**src/rtl/sfo_pkg.sv**
```systemverilog
// Shared types, codes and tables for the six-frame longest ORF unit.
// Used by the codon unit, the run tracker, the top level and the checker.
// No dependencies.
package sfo_pkg;

  // Action codes of an input transaction
  localparam logic [1:0] ACT_LOAD   = 2'd0;
  localparam logic [1:0] ACT_FINISH = 2'd1;
  localparam logic [1:0] ACT_READ   = 2'd2;
  localparam logic [1:0] ACT_NONE   = 2'd3;

  // Status codes of a result transaction
  localparam logic [1:0] STS_OK    = 2'd0;
  localparam logic [1:0] STS_FULL  = 2'd1;
  localparam logic [1:0] STS_RANGE = 2'd2;

  // ASCII residue letters
  localparam logic [7:0] CH_M    = 8'h4D;
  localparam logic [7:0] CH_STOP = 8'h2A;
  localparam logic [7:0] CH_X    = 8'h58;

  // Standard codon table, index {b0, b1, b2} with a=0 c=1 g=2 t=3
  localparam logic [7:0] AA_TABLE [64] = '{
    "K", "N", "K", "N", "T", "T", "T", "T", "R", "S", "R", "S", "I", "I", "M", "I",
    "Q", "H", "Q", "H", "P", "P", "P", "P", "R", "R", "R", "R", "L", "L", "L", "L",
    "E", "D", "E", "D", "A", "A", "A", "A", "G", "G", "G", "G", "V", "V", "V", "V",
    "*", "Y", "*", "Y", "S", "S", "S", "S", "*", "C", "W", "C", "L", "F", "L", "F"
  };

  // Control from the sequencer to the run tracker
  typedef struct packed {
    logic       clear;   // start of a new search
    logic       step;    // one residue (or end of frame) to process
    logic       at_end;  // past the last whole codon of the frame
    logic       strand;
    logic [1:0] frame;
  } trk_ctl_t;

  // Stored base code: [3] has complement, [2] lowercase acgt, [1:0] base
  function automatic logic [3:0] encode_base(input logic [7:0] c);
    logic [3:0] e;
    case (c)
      8'h61:   e = 4'b1100; // a
      8'h63:   e = 4'b1101; // c
      8'h67:   e = 4'b1110; // g
      8'h74:   e = 4'b1111; // t
      8'h41:   e = 4'b1000; // A
      8'h43:   e = 4'b1001; // C
      8'h47:   e = 4'b1010; // G
      8'h54:   e = 4'b1011; // T
      8'h75:   e = 4'b1011; // u
      default: e = 4'b0000;
    endcase
    return e;
  endfunction

endpackage

```
**src/rtl/sfo_run_tracker.sv**
```systemverilog
// Open-run tracking and best-run registers for the ORF search.
// Takes one residue per step from the sequencer. Depends on sfo_pkg.
module sfo_run_tracker #(
  parameter int MAX_BASES = 4096,
  localparam int CW = $clog2(MAX_BASES + 1)
) (
  input  logic              clk,
  input  logic              rst_n,
  input  sfo_pkg::trk_ctl_t ctl,
  input  logic [7:0]        res,
  input  logic [CW-1:0]     idx,
  output logic              best_strand,
  output logic [1:0]        best_frame,
  output logic [CW-1:0]     best_off,
  output logic [CW-1:0]     best_len
);

  logic          open_r, open_nxt;
  logic [CW-1:0] start_r, start_nxt;
  logic          bstr_r, bstr_nxt;
  logic [1:0]    bfrm_r, bfrm_nxt;
  logic [CW-1:0] boff_r, boff_nxt;
  logic [CW-1:0] blen_r, blen_nxt;

  logic          can_open;
  logic          open_eff;
  logic [CW-1:0] start_eff;
  logic [CW-1:0] run_len;

  // A run opens at residue 0 or at an M
  assign can_open  = ~open_r & ~ctl.at_end & ((idx == '0) | (res == sfo_pkg::CH_M));
  assign open_eff  = open_r | can_open;
  assign start_eff = can_open ? idx : start_r;
  assign run_len   = idx - start_eff;

  always_comb begin
    open_nxt  = open_r;
    start_nxt = start_r;
    bstr_nxt  = bstr_r;
    bfrm_nxt  = bfrm_r;
    boff_nxt  = boff_r;
    blen_nxt  = blen_r;
    if (ctl.clear) begin
      open_nxt = 1'b0;
      bstr_nxt = 1'b0;
      bfrm_nxt = 2'd0;
      boff_nxt = '0;
      blen_nxt = '0;
    end else if (ctl.step) begin
      if (ctl.at_end || res == sfo_pkg::CH_STOP) begin
        // strictly longer only: ties keep the earlier run
        if (open_eff && run_len > blen_r) begin
          bstr_nxt = ctl.strand;
          bfrm_nxt = ctl.frame;
          boff_nxt = start_eff;
          blen_nxt = run_len;
        end
        open_nxt = 1'b0;
      end else begin
        open_nxt  = open_eff;
        start_nxt = start_eff;
      end
    end
  end

  always_ff @(posedge clk) begin
    if (!rst_n) begin
      open_r  <= 1'b0;
      start_r <= '0;
      bstr_r  <= 1'b0;
      bfrm_r  <= 2'd0;
      boff_r  <= '0;
      blen_r  <= '0;
    end else begin
      open_r  <= open_nxt;
      start_r <= start_nxt;
      bstr_r  <= bstr_nxt;
      bfrm_r  <= bfrm_nxt;
      boff_r  <= boff_nxt;
      blen_r  <= blen_nxt;
    end
  end

  assign best_strand = bstr_r;
  assign best_frame  = bfrm_r;
  assign best_off    = boff_r;
  assign best_len    = blen_r;

endmodule

```
**config.mk**
```make
export PLATFORM = sky130hd
export DESIGN_NAME = sfo_run_tracker
export DESIGN_NICKNAME = d
export VERILOG_FILES = /design/src/rtl/sfo_pkg.sv /design/src/rtl/sfo_run_tracker.sv
export SDC_FILE = /design/constraint.sdc
export NUM_CORES = 1
export LEC_CHECK = 0
export ABC_AREA = 1
export BUFFER_PORTS_ARGS = -buffer_cell sky130_fd_sc_hd__buf_2
export CAP_MARGIN = 20
export CELL_PAD_IN_SITES_DETAIL_PLACEMENT = 0
export CELL_PAD_IN_SITES_GLOBAL_PLACEMENT = 1
export CORE_MARGIN = 3
export CORE_UTILIZATION = 30
export CTS_CLUSTER_SIZE = 20
export DETAILED_ROUTE_END_ITERATION = 10
export PLACE_DENSITY = 0.67
export SETUP_SLACK_MARGIN = 0.3
export SLEW_MARGIN = 0
export SYNTH_ARGS = -nofsm -noshare
export SYNTH_HDL_FRONTEND = slang
export SYNTH_SLANG_ARGS = --single-unit
```
**constraint.sdc**
```tcl
create_clock -name clk -period 4 [get_ports clk]
set_input_delay 0.8 -clock clk [delete_from_list [all_inputs] [get_ports clk]]
set_output_delay 0.8 -clock clk [all_outputs]
set_load 0.02 [all_outputs]
```
* Yosys cells after proc, flatten, opt, wreduce, memory -nomap -nowiden
Index checks and enable logic that the tools add are counted.
Widths: inputs -> output; s select.
** Storage, ports and cells
- Flip-flop bits (word level) :: 43
- Output and inout port bits :: 29
- Logic and storage cells :: 27
** Operators by class
- $add $sub $neg :: 1
- Magnitude comparators :: 1
- Equality and inequality tests :: 2
- Muxes and demuxes :: 2
- Bitwise logic cells :: 9
- Reduce and logical (&&, ||, !) cells :: 6
** Operator list (count)
- $gt 13x13->1 :: 1
- $logic_not 13->1 :: 1
- $mux 13 :: 1
- $sub 13x13->13 :: 1
- $eq 8x6->1 const B :: 1
- $eq 8x7->1 const B :: 1
- $reduce_and 3->1 :: 2
- $not 1->1 :: 5
- $and 1x1->1 :: 2
- $or 1x1->1 :: 2
- $reduce_or 2->1 :: 1
- $logic_and 1x1->1 :: 1
- $logic_or 1x1->1 :: 1
- $mux 1 :: 1

* Logic depth before layout (Yosys ltp)
Gate-level depths: netlist of the first run.
- Depth in word-level cells :: 8
- Gate-level depth with buffers :: 31
- Gate-level depth less buffers :: 29

* Least setup slack after synthesis of the first run
OpenSTA, ideal clock, no wires.
- Path kind :: input to register
- Start point :: in idx[10]
- End point :: reg blen_r[5] (netlist: best_len[5])
- Library setup time :: 0.113 ns
- Data arrival time :: 4.073 ns
- Slack :: -0.186 ns
- Cell stages on the path :: 30
- Cells stage by stage :: nor2_1 > nand2_1 > nor2_1 > nand2_1 > nand2_2 > nand2_4 > buf_12 > buf_2 > o21ai_0 > ha_1 > inv_1 > ha_1 > inv_1 > nand2_2 > nand2_1 > nand3_2 > nand2_1 > nand3_2 > nand2_2 > nand2_1 > ha_1 > nand2_1 > nor4_1 > o21ai_0 > o2111ai_1 > nand3_2 > buf_6 > buf_6 > o21ai_1 > inv_1
** Between the ends
- Longest elaborated chain between the ends :: 8
- Elaborated cells on any way between the ends :: 9
- Those cells by class :: add/sub: 1; order compare: 1; mux: 1; bitwise: 3; reduce/logical: 3
** Ends and longest elaborated chain
- start, declared :: RTL line sfo_run_tracker.sv:11 : input logic [CW-1:0] idx,
- $logic_not 13->1 :: RTL line sfo_run_tracker.sv:31 : assign can_open = ~open_r & ~ctl.at_end & ((idx == '0) | (res == sfo_pkg::CH_M));
- $or 1x1->1 :: RTL line sfo_run_tracker.sv:31
- $and 1x1->1 :: RTL line sfo_run_tracker.sv:31
- $mux 13 :: RTL line sfo_run_tracker.sv:33 : assign start_eff = can_open ? idx : start_r;
- via start_eff[0] :: RTL line sfo_run_tracker.sv:27 : logic [CW-1:0] start_eff;
- $sub 13x13->13 :: RTL line sfo_run_tracker.sv:34 : assign run_len = idx - start_eff;
- via run_len[12] :: RTL line sfo_run_tracker.sv:28 : logic [CW-1:0] run_len;
- $gt 13x13->1 :: RTL line sfo_run_tracker.sv:52 : if (open_eff && run_len > blen_r) begin
- $logic_and 1x1->1 :: RTL line sfo_run_tracker.sv:52
- $reduce_and 3->1 (no line)
- end signal, assigned :: RTL line sfo_run_tracker.sv:80 : blen_r <= blen_nxt;
- end, declared :: RTL line sfo_run_tracker.sv:23 : logic [CW-1:0] blen_r, blen_nxt;
The timed path passes the listed nets, and every way through them passes these cells.
A chain may end at the register's enable or synchronous reset.

* Worst setup path after layout of the first run
- Start point :: in idx[10]
- End point :: reg boff_r[11] (netlist: best_off[11])
** Between the ends
- Longest elaborated chain between the ends :: 8
- Elaborated cells on any way between the ends :: 9
- Those cells by class :: add/sub: 1; order compare: 1; mux: 1; bitwise: 3; reduce/logical: 3
** Ends and longest elaborated chain
- $logic_not 13->1 :: RTL line sfo_run_tracker.sv:31
- $or 1x1->1 :: RTL line sfo_run_tracker.sv:31
- $and 1x1->1 :: RTL line sfo_run_tracker.sv:31
- $mux 13 :: RTL line sfo_run_tracker.sv:33
- $sub 13x13->13 * :: RTL line sfo_run_tracker.sv:34
- via run_len[10] :: RTL line sfo_run_tracker.sv:28
- $gt 13x13->1 * :: RTL line sfo_run_tracker.sv:52
- $logic_and 1x1->1 * :: RTL line sfo_run_tracker.sv:52
- $reduce_and 3->1 (no line) *
- end signal, assigned :: RTL line sfo_run_tracker.sv:79 : boff_r <= boff_nxt;
- end, declared :: RTL line sfo_run_tracker.sv:22 : logic [CW-1:0] boff_r, boff_nxt;
The timed path passes the listed nets; every way through them passes the cells marked *.

==> results.cfg, run 1 <==
[setup_path]
ff2ff_path_depth = 25
critical_path.startpoint = idx[10]
r2r_start = open_r$_SDFFE_PP0P_
crit_type = in2reg
critPathMaxFanout = 8
arrival_ns = 4.16
cp-start-kind = input port
cp-end-kind = register
r2r-end = best_off[11]$_SDFFE_PP0P_
cp.required_ns = 4.16
rrSetupSlack_ns = 0.42

[hold_path]
hold_path.class = reg2reg
whs_path_depth = 2
hp-start = best_off[5]$_SDFFE_PP0P_
min_to = best_off[5]$_SDFFE_PP0P_

[synthesis]
synthSimpleGateAreaFrac = 0.321
synthMuxAreaShare = 0.0129
syn_area_sq_um = 3090
synth_top_family_by_area = simple AND/OR/NAND/NOR gates
synth.distinct_cells = 39
yosys_register_bits = 43
syn-num-nets = 509
yosys_most_used_dff = dfxtp_1
async_flop_share = 0
synth_xor_xnor_area_share = 0.0113
synthCells = 459
yosys.area_share.adder = 0.0849
yosysSeqAreaShare = 0.278
synth_edf_count = 0
synth.avg_cell_area_sq_um = 6.74
synth_compound_area_frac = 0.153
yosys_warnings = 0

[pwr]
powerDensity_nw_per_um2 = 229
p_leak_uw = 0.00239
peakVddDrop_mv = 0.149

[floorplanning]
start_util = 0.312
die_x_microns = 108
num_rows = 36
die-area_sq_um = 11600
die_h_microns = 108
pin_count = 58
coreArea_sq_um = 9910

[clock_tree]
hold_buffers = 0
path_clk_slew_ns = 0.10
insertion_delay_ns = 0.31
cts_tree = done
numClockSinks = 43
clockBufferDepth = 2
cts_buffers = 5
h-tree-depth = 2
root_buffer = clkbuf_8

[layout]
finalNetCount = 656
drive_above_1_share = 0.504
area_growth_pct = 65.2
diodes = 0

[timing]
holdWs_ns = 0.474
drv_slew = 0
finalHoldViolations = 0
fin_ws_ns = 0.00157
rsz0062_at_grt = true
relSlewSlack = 0.349
finalSetupViolations = 0
fin_crit_sh = 1.00
clock.fmax_mhz = 250
worst_slew_pin_slew_ns = 0.976
layout_min_cycle_time_ns = 4.00
finClkSkew_ns = 0.00658

[route]
drc = 0
routed_wirelength_microns = 10300
via_per_inst = 4.60
vias = 3402
first_iter_violations = 97
ant_nets = 0
wire_per_inst_microns = 14.0
drtPass1Iterations = 4

[outcome]
status = finished clean

[place]
gp_congestion = 0.862
hpwlAfterDp_microns = 7470
io_buffers = 57
pre_cts_slack_ns = -0.550

[global_routing]
grt_max_degree = 27
antenna_found_initial = 0
grt_pass1_wl_microns = 16000
grt_util_all_layers = 0.177
grt-ovfl-total = 0
grt_pass1_vias = 3229

[run]
drv_cap = 0
-- state kept, by name, summed over array words and instances, names as in the netlist --
register,cells
best_frame,2
best_len,13
best_off,13
best_strand,1
open_r,1
start_r,13
-- cell usage in the layout (no fill, tap or decap), types with 3 or more instances in the layout --
master	n
dfxtp_1	43
clkbuf_8	5
nand2_4	13
nand2_1	71
ha_1	8
o21ai_1	8
nor3_4	3
buf_4	78
nand4_1	7
nand3_1	10
buf_6	18
nor2_1	16
nand3_4	7
a21oi_1	30
nor2_2	10
o21ai_0	22
ha_4	13
buf_2	48
a21oi_2	15
nand3_2	10
buf_12	4
inv_2	13
inv_4	3
inv_1	72
o21ai_2	4
nor2_4	11
nand2_2	32
-- per-stage QoR --
stage	power, uW	TNS [ns]	cells	util	cell area, sq um
floorplan	595	0	459	-	3160
global placement	708	-13.37	704	0.406	4020
detailed placement	709	-14.33	704	0.406	4020
CTS	1130	-0.518	731	0.472	4680
global route	1230	-5.99	740	0.516	5110
finish	1170	0	740	0.516	5110
-- Yosys cell counts (2+ instances only) --
| cell type | count | area [sq um] |
|---|---|---|
| o21bai_1 | 2 | 15.0 |
| o21a_1 | 2 | 15.0 |
| nor2_2 | 2 | 12.5 |
| nor2_1 | 32 | 120 |
| buf_2 | 3 | 15.0 |
| clkbuf_1 | 4 | 15.0 |
| a21oi_1 | 47 | 235 |
| o21ai_1 | 5 | 25.0 |
| nand3_2 | 9 | 90.1 |
| nand4_1 | 7 | 43.8 |
| nand2_4 | 4 | 45.0 |
| nand3_4 | 3 | 52.6 |
| xor2_1 | 3 | 26.3 |
| nor2_4 | 3 | 33.8 |
| nor3_1 | 4 | 20.0 |
| nand2_1 | 103 | 387 |
| inv_2 | 6 | 22.5 |
| nand2_2 | 10 | 62.6 |
| ha_1 | 21 | 263 |
| buf_6 | 3 | 33.8 |
| inv_1 | 81 | 304 |
| dfxtp_1 | 43 | 861 |
| o21ai_0 | 29 | 145 |
| mux2i_1 | 4 | 40.0 |
| nand3_1 | 15 | 75.1 |
-- worst max path at each step --
stage / slack [ns] / cells past startpoint / to
6_report: 0.002 / 24 / best_off[11]$_SDFFE_PP0P_
5_1_grt: -0.23 / 29 / best_off[11]$_SDFFE_PP0P_
4_1_cts: -0.06 / 31 / best_len[4]$_SDFFE_PP0P_
3_5_place_dp: -0.55 / 30 / best_off[9]$_SDFFE_PP0P_
3_3_place_gp: -0.53 / 30 / best_off[8]$_SDFFE_PP0P_
2_1_floorplan: 0.03 / 29 / best_len[5]$_SDFFE_PP0P_
-- layer usage --
layer  GRT usage  vias to the layer above  wire (microns)
li1            -                     1765               -
met4      0.0397                        0             182
met2       0.309                       58            5220
met1       0.226                     1569            4560
met3      0.0318                       10             379
met5           0                        -               0
-- critical path: stages --
cell and delay [ns]:
buf_8 0.10, nor2_4 0.08, nand2_1 0.06, nor2_2 0.12, nand2_2 0.09, nand2_4 0.09, nand2_8 0.10, mux2i_4 0.22
ha_4 0.31, nand2_4 0.08, nor3_4 0.22, nand4_1 0.16, nand4_1 0.17, nand2_2 0.09, ha_4 0.29, nand2_4 0.06
nor4_4 0.24, o21ai_1 0.10, o2111ai_1 0.10, nand3_2 0.20, buf_6 0.19, buf_8 0.13, a21oi_2 0.12, nor2_1 0.05
-- timing repair --
action                                  4_1_cts  5_1_grt
endpoints found under the setup margin       29       29
pin swaps                                    55       43
setup buffers                                16        8
resized for setup                            84       79
cloned                                        3        1
-- report_power, final --
part	total, uW	switching, uW	leakage (uW)	internal [uW]
combinational	365	192	0.00199	173
sequential	435	3.31	0.000347	431
clock	371	182	0.0000548	189
-- final cells by class --
type / instances / area (sq um)
sequential: 43 / 861
inverter: 89 / 342
tap: 133 / 166
fill: 977 / 4800
timing repair buffer: 152 / 1190
clock inverter: 3 / 46.3
clock buffer: 5 / 68.8
multi-input combinational: 315 / 2430
-- kinds of logic (layout without fill, tap and decap cells) --
kind of cell / after synthesis / count (layout)
AND/OR/NAND/NOR: 197 / 197
AO/OA/AOI/OAI: 89 / 89
buffers and inverters: 101 / 249
adder cells (fa/ha/maj): 21 / 21
XOR/XNOR: 4 / 4
flip-flops: 43 / 43
multiplexers: 4 / 4
(Power assumes the default switching activity.)
==> run 2, diff against run 1 <==
--- a/config.mk
+++ b/config.mk
@@ -14,7 +14,7 @@
 export CORE_UTILIZATION = 30
 export CTS_CLUSTER_SIZE = 20
 export DETAILED_ROUTE_END_ITERATION = 10
-export PLACE_DENSITY = 0.67
+export PLACE_DENSITY = 0.68
 export SETUP_SLACK_MARGIN = 0.3
 export SLEW_MARGIN = 0
 export SYNTH_ARGS = -nofsm -noshare
==> results.cfg, run 2 (synthesized netlist as in run 1, its figures left out) <==
[outcome]
status = finished clean

[global_routing]
grt_max_degree = 27
grt_pass1_vias = 3315
antenna_found_initial = 0
grt_pass1_wl_microns = 15700
grt_util_all_layers = 0.169
grt-ovfl-total = 0

[layout]
drive_above_1_share = 0.463
fillers = 998
final_common_cell = buf_4
area_growth_pct = 59.5
fin_util = 0.498
diodes = 0
finalNetCount = 665
final_cell_mix = 94 x buf_4, 84 x nand2_1, 75 x inv_1, 49 x buf_2, 43 x dfxtp_1

[route]
wire_per_inst_microns = 13.4
drc = 0
routed_wirelength_microns = 10100
ant_nets = 0
drtPass1Iterations = 4
vias = 3390
via_per_inst = 4.53
first_iter_violations = 88

[setup_path]
crit_type = in2reg
critPathMaxFanout = 6
critPathTopFamily = buffers and inverters
cp-start-kind = input port
path_buf_inv = 15
cp.required_ns = 4.26
arrival_ns = 4.23
cp_common_cell = buf_4
max_stage_delay_ns = 0.25
cp-end-kind = register
cp_slowest_cell = ha_4

[place]
io_buffers = 57
gp_congestion = 0.855
hpwlAfterDp_microns = 7330

[pwr]
powerDensity_nw_per_um2 = 234
power.total_uw = 1160
p_leak_uw = 0.00238
peakVddDrop_mv = 0.194

[timing]
clock.fmax_mhz = 252
finalSetupViolations = 0
fin_crit_sh = 0.992
finalHoldViolations = 0
rsz0062_at_grt = true
drv_slew = 0
worst_slew_pin_slew_ns = 0.794
layout_min_cycle_time_ns = 3.97
finClkSkew_ns = 0.0107
relSlewSlack = 0.469

[floorplanning]
pin_count = 58
start_util = 0.312
num_rows = 36
die_x_microns = 108
die_h_microns = 108
die-area_sq_um = 11600
coreArea_sq_um = 9910

[clock_tree]
h-tree-depth = 2
cts_tree = done
insertion_delay_ns = 0.30
root_buffer = clkbuf_8
hold_buffers = 0
numClockSinks = 43
cts_buffers = 5
clockBufferDepth = 2
path_clk_slew_ns = 0.10

[hold_path]
hold_path.class = reg2reg

[run]
drv_cap = 0
run 2: cell count changes in the layout (fill, tap and decap cells not counted), moves of 7 or more:
cell and change:
nand2_1 +13, a21oi_2 -7, nand2_2 -7, a21oi_1 +9
buf_4 +16, nor2_1 +7
run 2: worst paths after layout:
path | startpoint | endpoint | slack [ns] | cells past startpoint
max | res[1] | best_len[12]$_SDFFE_PP0P_ | 0.03 | 28
min | best_frame[0]$_SDFFE_PP0P_ | best_frame[0]$_SDFFE_PP0P_ | 0.47 | 2
max reg2reg | open_r$_SDFFE_PP0P_ | best_len[12]$_SDFFE_PP0P_ | 0.41 | 24
min reg2reg | best_frame[0]$_SDFFE_PP0P_ | best_frame[0]$_SDFFE_PP0P_ | 0.47 | 2
run 2: worst reg2reg max path: cells and delay by family, from the launching register on:
| kind | cells | cell delay (ns) |
|---|---|---|
| buffers and inverters | 14 | 1.73 |
| AND/OR/NAND/NOR | 5 | 0.49 |
| AO/OA/AOI/OAI | 3 | 0.47 |
| flip-flops | 1 | 0.37 |
| multiplexers | 1 | 0.28 |
| adder cells (fa/ha/maj) | 1 | 0.25 |
run 2: repair_timing:
item	in CTS	in global routing
gates cloned	1	2
pin swaps	16	26
setup buffers	26	9
endpoints found under the setup margin	29	29
resized for setup	47	56
endpoints found under the hold margin	0	0
run 2: report_power, final:
group          switching (uW)  total, uW  internal [uW]
logic                     186        356            170
clock network             177        366            189
registers                2.66        434            431
run 2: routing by layer:
| metal | up-vias | GRT usage | share of wire |
|---|---|---|---|
| met1 | 1543 | 0.220 | 0.45 |
| met3 | 13 | 0.0288 | 0.034 |
| met2 | 52 | 0.292 | 0.50 |
| li1 | 1782 | - | - |
| met4 | 0 | 0.0397 | 0.020 |
| met5 | - | 0 | 0 |
run 2: cell type report:
cell class                      instances  area [sq um]  area share
Clock buffer                            5          68.8      0.0139
Clock inverter                          3          46.3     0.00938
Sequential cell                        43           861       0.174
Tap cell                              133           166      0.0337
Timing Repair Buffer                  160          1180       0.239
Inverter                               89           349      0.0707
Multi-Input combinational cell        316          2270       0.459
run 2: stage by stage:
step	TNS [ns]	cell area (sq um)	hold WS, ns	cells	worst slack, ns
finish	0	4930	0.469	749	0.0304
global route	-3.45	4930	0.490	749	-0.199
CTS	0	4610	0.470	738	0.0816
detailed placement	-9.64	4020	0.455	703	-0.380
global placement	-7.69	4020	0.448	703	-0.310
floorplan	0	3160	0.509	459	0.0257
==> run 3, diff against run 2 <==
--- a/config.mk
+++ b/config.mk
@@ -14,7 +14,7 @@
 export CORE_UTILIZATION = 30
 export CTS_CLUSTER_SIZE = 20
 export DETAILED_ROUTE_END_ITERATION = 10
-export PLACE_DENSITY = 0.68
+export PLACE_DENSITY_LB_ADDON = 0.2
 export SETUP_SLACK_MARGIN = 0.3
 export SLEW_MARGIN = 0
 export SYNTH_ARGS = -nofsm -noshare
==> results.cfg, run 3 (synthesized netlist as in run 1, its figures left out) <==
[pwr]
clkPwrFrac = 0.322
p_leak_uw = 0.00233
powerDensity_nw_per_um2 = 234
peakVddDrop_mv = 0.155
swShare = 0.325
power_frac_comb = 0.301
p_sw_uw = 374
power.total_uw = 1150
pwr-share-seq = 0.377
p_int_uw = 777

[setup_path]
arrival_ns = 4.19
r2r_start = open_r$_SDFFE_PP0P_
rrSetupSlack_ns = 0.41
cp-start-kind = input port
crit_type = in2reg
ff2ff_path_depth = 24
cp-end-kind = register
cp.required_ns = 4.19
critPathMaxFanout = 6
r2r-end = best_len[2]$_SDFFE_PP0P_

[timing]
finalSetupViolations = 1
fin_crit_sh = 1.00
clock.fmax_mhz = 250
worst_slew_pin_slew_ns = 0.846
finalHoldViolations = 0
drv_slew = 0
relSlewSlack = 0.435
finClkSkew_ns = 0.00906
fin_ws_ns = -0.00404
layout_min_cycle_time_ns = 4.00
rsz0062_at_grt = true
holdWs_ns = 0.470

[clock_tree]
insertion_delay_ns = 0.31
path_clk_slew_ns = 0.09
clockBufferDepth = 2
hold_buffers = 0
numClockSinks = 43
h-tree-depth = 2
cts_tree = done
cts_buffers = 5
root_buffer = clkbuf_8

[layout]
drive_above_1_share = 0.476
finalNetCount = 644
finalNonFillerCells = 728
final_cell_mix = 74 x inv_1, 74 x nand2_1, 70 x buf_4, 53 x buf_2, 43 x dfxtp_1
area_growth_pct = 58.7
diodes = 0

[hold_path]
whs_path_depth = 2
hp-start = best_strand$_SDFFE_PP0P_
min_to = best_strand$_SDFFE_PP0P_
hold_path.class = reg2reg

[route]
wire_per_inst_microns = 13.8
drc = 0
first_iter_violations = 119
vias = 3324
via_per_inst = 4.57
routed_wirelength_microns = 10000
ant_nets = 0
drtPass1Iterations = 4

[floorplanning]
coreArea_sq_um = 9910
die-area_sq_um = 11600
num_rows = 36
die_x_microns = 108
pin_count = 58
die_h_microns = 108
start_util = 0.312

[place]
placed_cells = 701
gp_congestion = 0.890
io_buffers = 57
hpwlAfterDp_microns = 7510

[outcome]
failed_checks = negative setup slack
status = finished, violations left

[global_routing]
grt-ovfl-total = 0
grt_pass1_wl_microns = 16000
grt_pass1_vias = 3194
antenna_found_initial = 0
grt_max_degree = 27
grt_util_all_layers = 0.175

[run]
drv_cap = 0
-- run 3: worst max-delay path, stage by stage --
cell and delay [ns]:
buf_8 0.10, nor2_4 0.12, nand2_1 0.06, nor2_1 0.09
nand2_1 0.09, nand2_4 0.12, nand2_8 0.11, mux2i_4 0.22
ha_4 0.24, nand4_1 0.09, nand2_1 0.05, inv_1 0.06
nand2_2 0.08, nand2_2 0.07, nand2_2 0.09, nand2_4 0.09
nand2_1 0.07, nand2_2 0.10, nand2_2 0.07, ha_4 0.27
nand2_4 0.06, nor4_4 0.18, o21ai_1 0.11, o2111ai_2 0.14
buf_4 0.19, nand3_4 0.12, o21ai_0 0.31, a21oi_1 0.07
-- run 3: how the worst max path moves through the flow --
| stage | to | startpoint | slack (ns) |
|---|---|---|---|
| after floorplan | best_len[5]$_SDFFE_PP0P_ | idx[10] | 0.03 |
| after global placement | best_len[7]$_SDFFE_PP0P_ | idx[8] | -0.37 |
| after detailed placement | best_off[11]$_SDFFE_PP0P_ | idx[8] | -0.42 |
| after CTS | best_off[8]$_SDFFE_PP0P_ | idx[11] | 0.10 |
| after global routing | best_len[8]$_SDFFE_PP0P_ | idx[9] | -0.22 |
| final | best_len[2]$_SDFFE_PP0P_ | idx[9] | -0.004 |
-- run 3: metrics by stage --
stage	area (sq um)	util	TNS (ns)	setup WS [ns]
final	4910	0.495	-0.00404	-0.00404
after global routing	4910	0.495	-5.00	-0.222
after CTS	4500	0.454	0	0.101
after detailed placement	4000	0.404	-10.99	-0.416
after global placement	4000	0.404	-9.69	-0.370
after floorplan	3160	-	0	0.0257
-- run 3: area by class of cell --
cell class                      count  area [sq um]
Fill cell                        1027          5000
Multi-Input combinational cell    317          2380
Timing Repair Buffer              138          1040
Sequential cell                    43           861
Inverter                           89           342
Tap cell                          133           166
Clock buffer                        5          68.8
Clock inverter                      3          46.3
-- run 3: power by group through the flow --
stage	Sequential [uW]	Combinational (uW)	Clock (uW)
3_5_place_dp	444	264	0
4_1_cts	434	298	383
6_report	434	346	371
2_1_floorplan	444	151	0
3_3_place_gp	444	263	0
5_1_grt	435	383	396
-- run 3: metal layers --
layer  track usage  vias to the layer above  wire length, microns
li1              -                     1737                     -
met1         0.232                     1525                  4540
met2         0.309                       53                  5090
met3        0.0228                        9                   283
met4        0.0271                        0                    97
met5             0                        -                     0
-- run 3: timing repair --
item	4_1_cts	5_1_grt
setup endpoints to repair	29	29
gates resized for setup	60	69
setup buffers	5	8
pin swaps	13	54
cloned	5	1
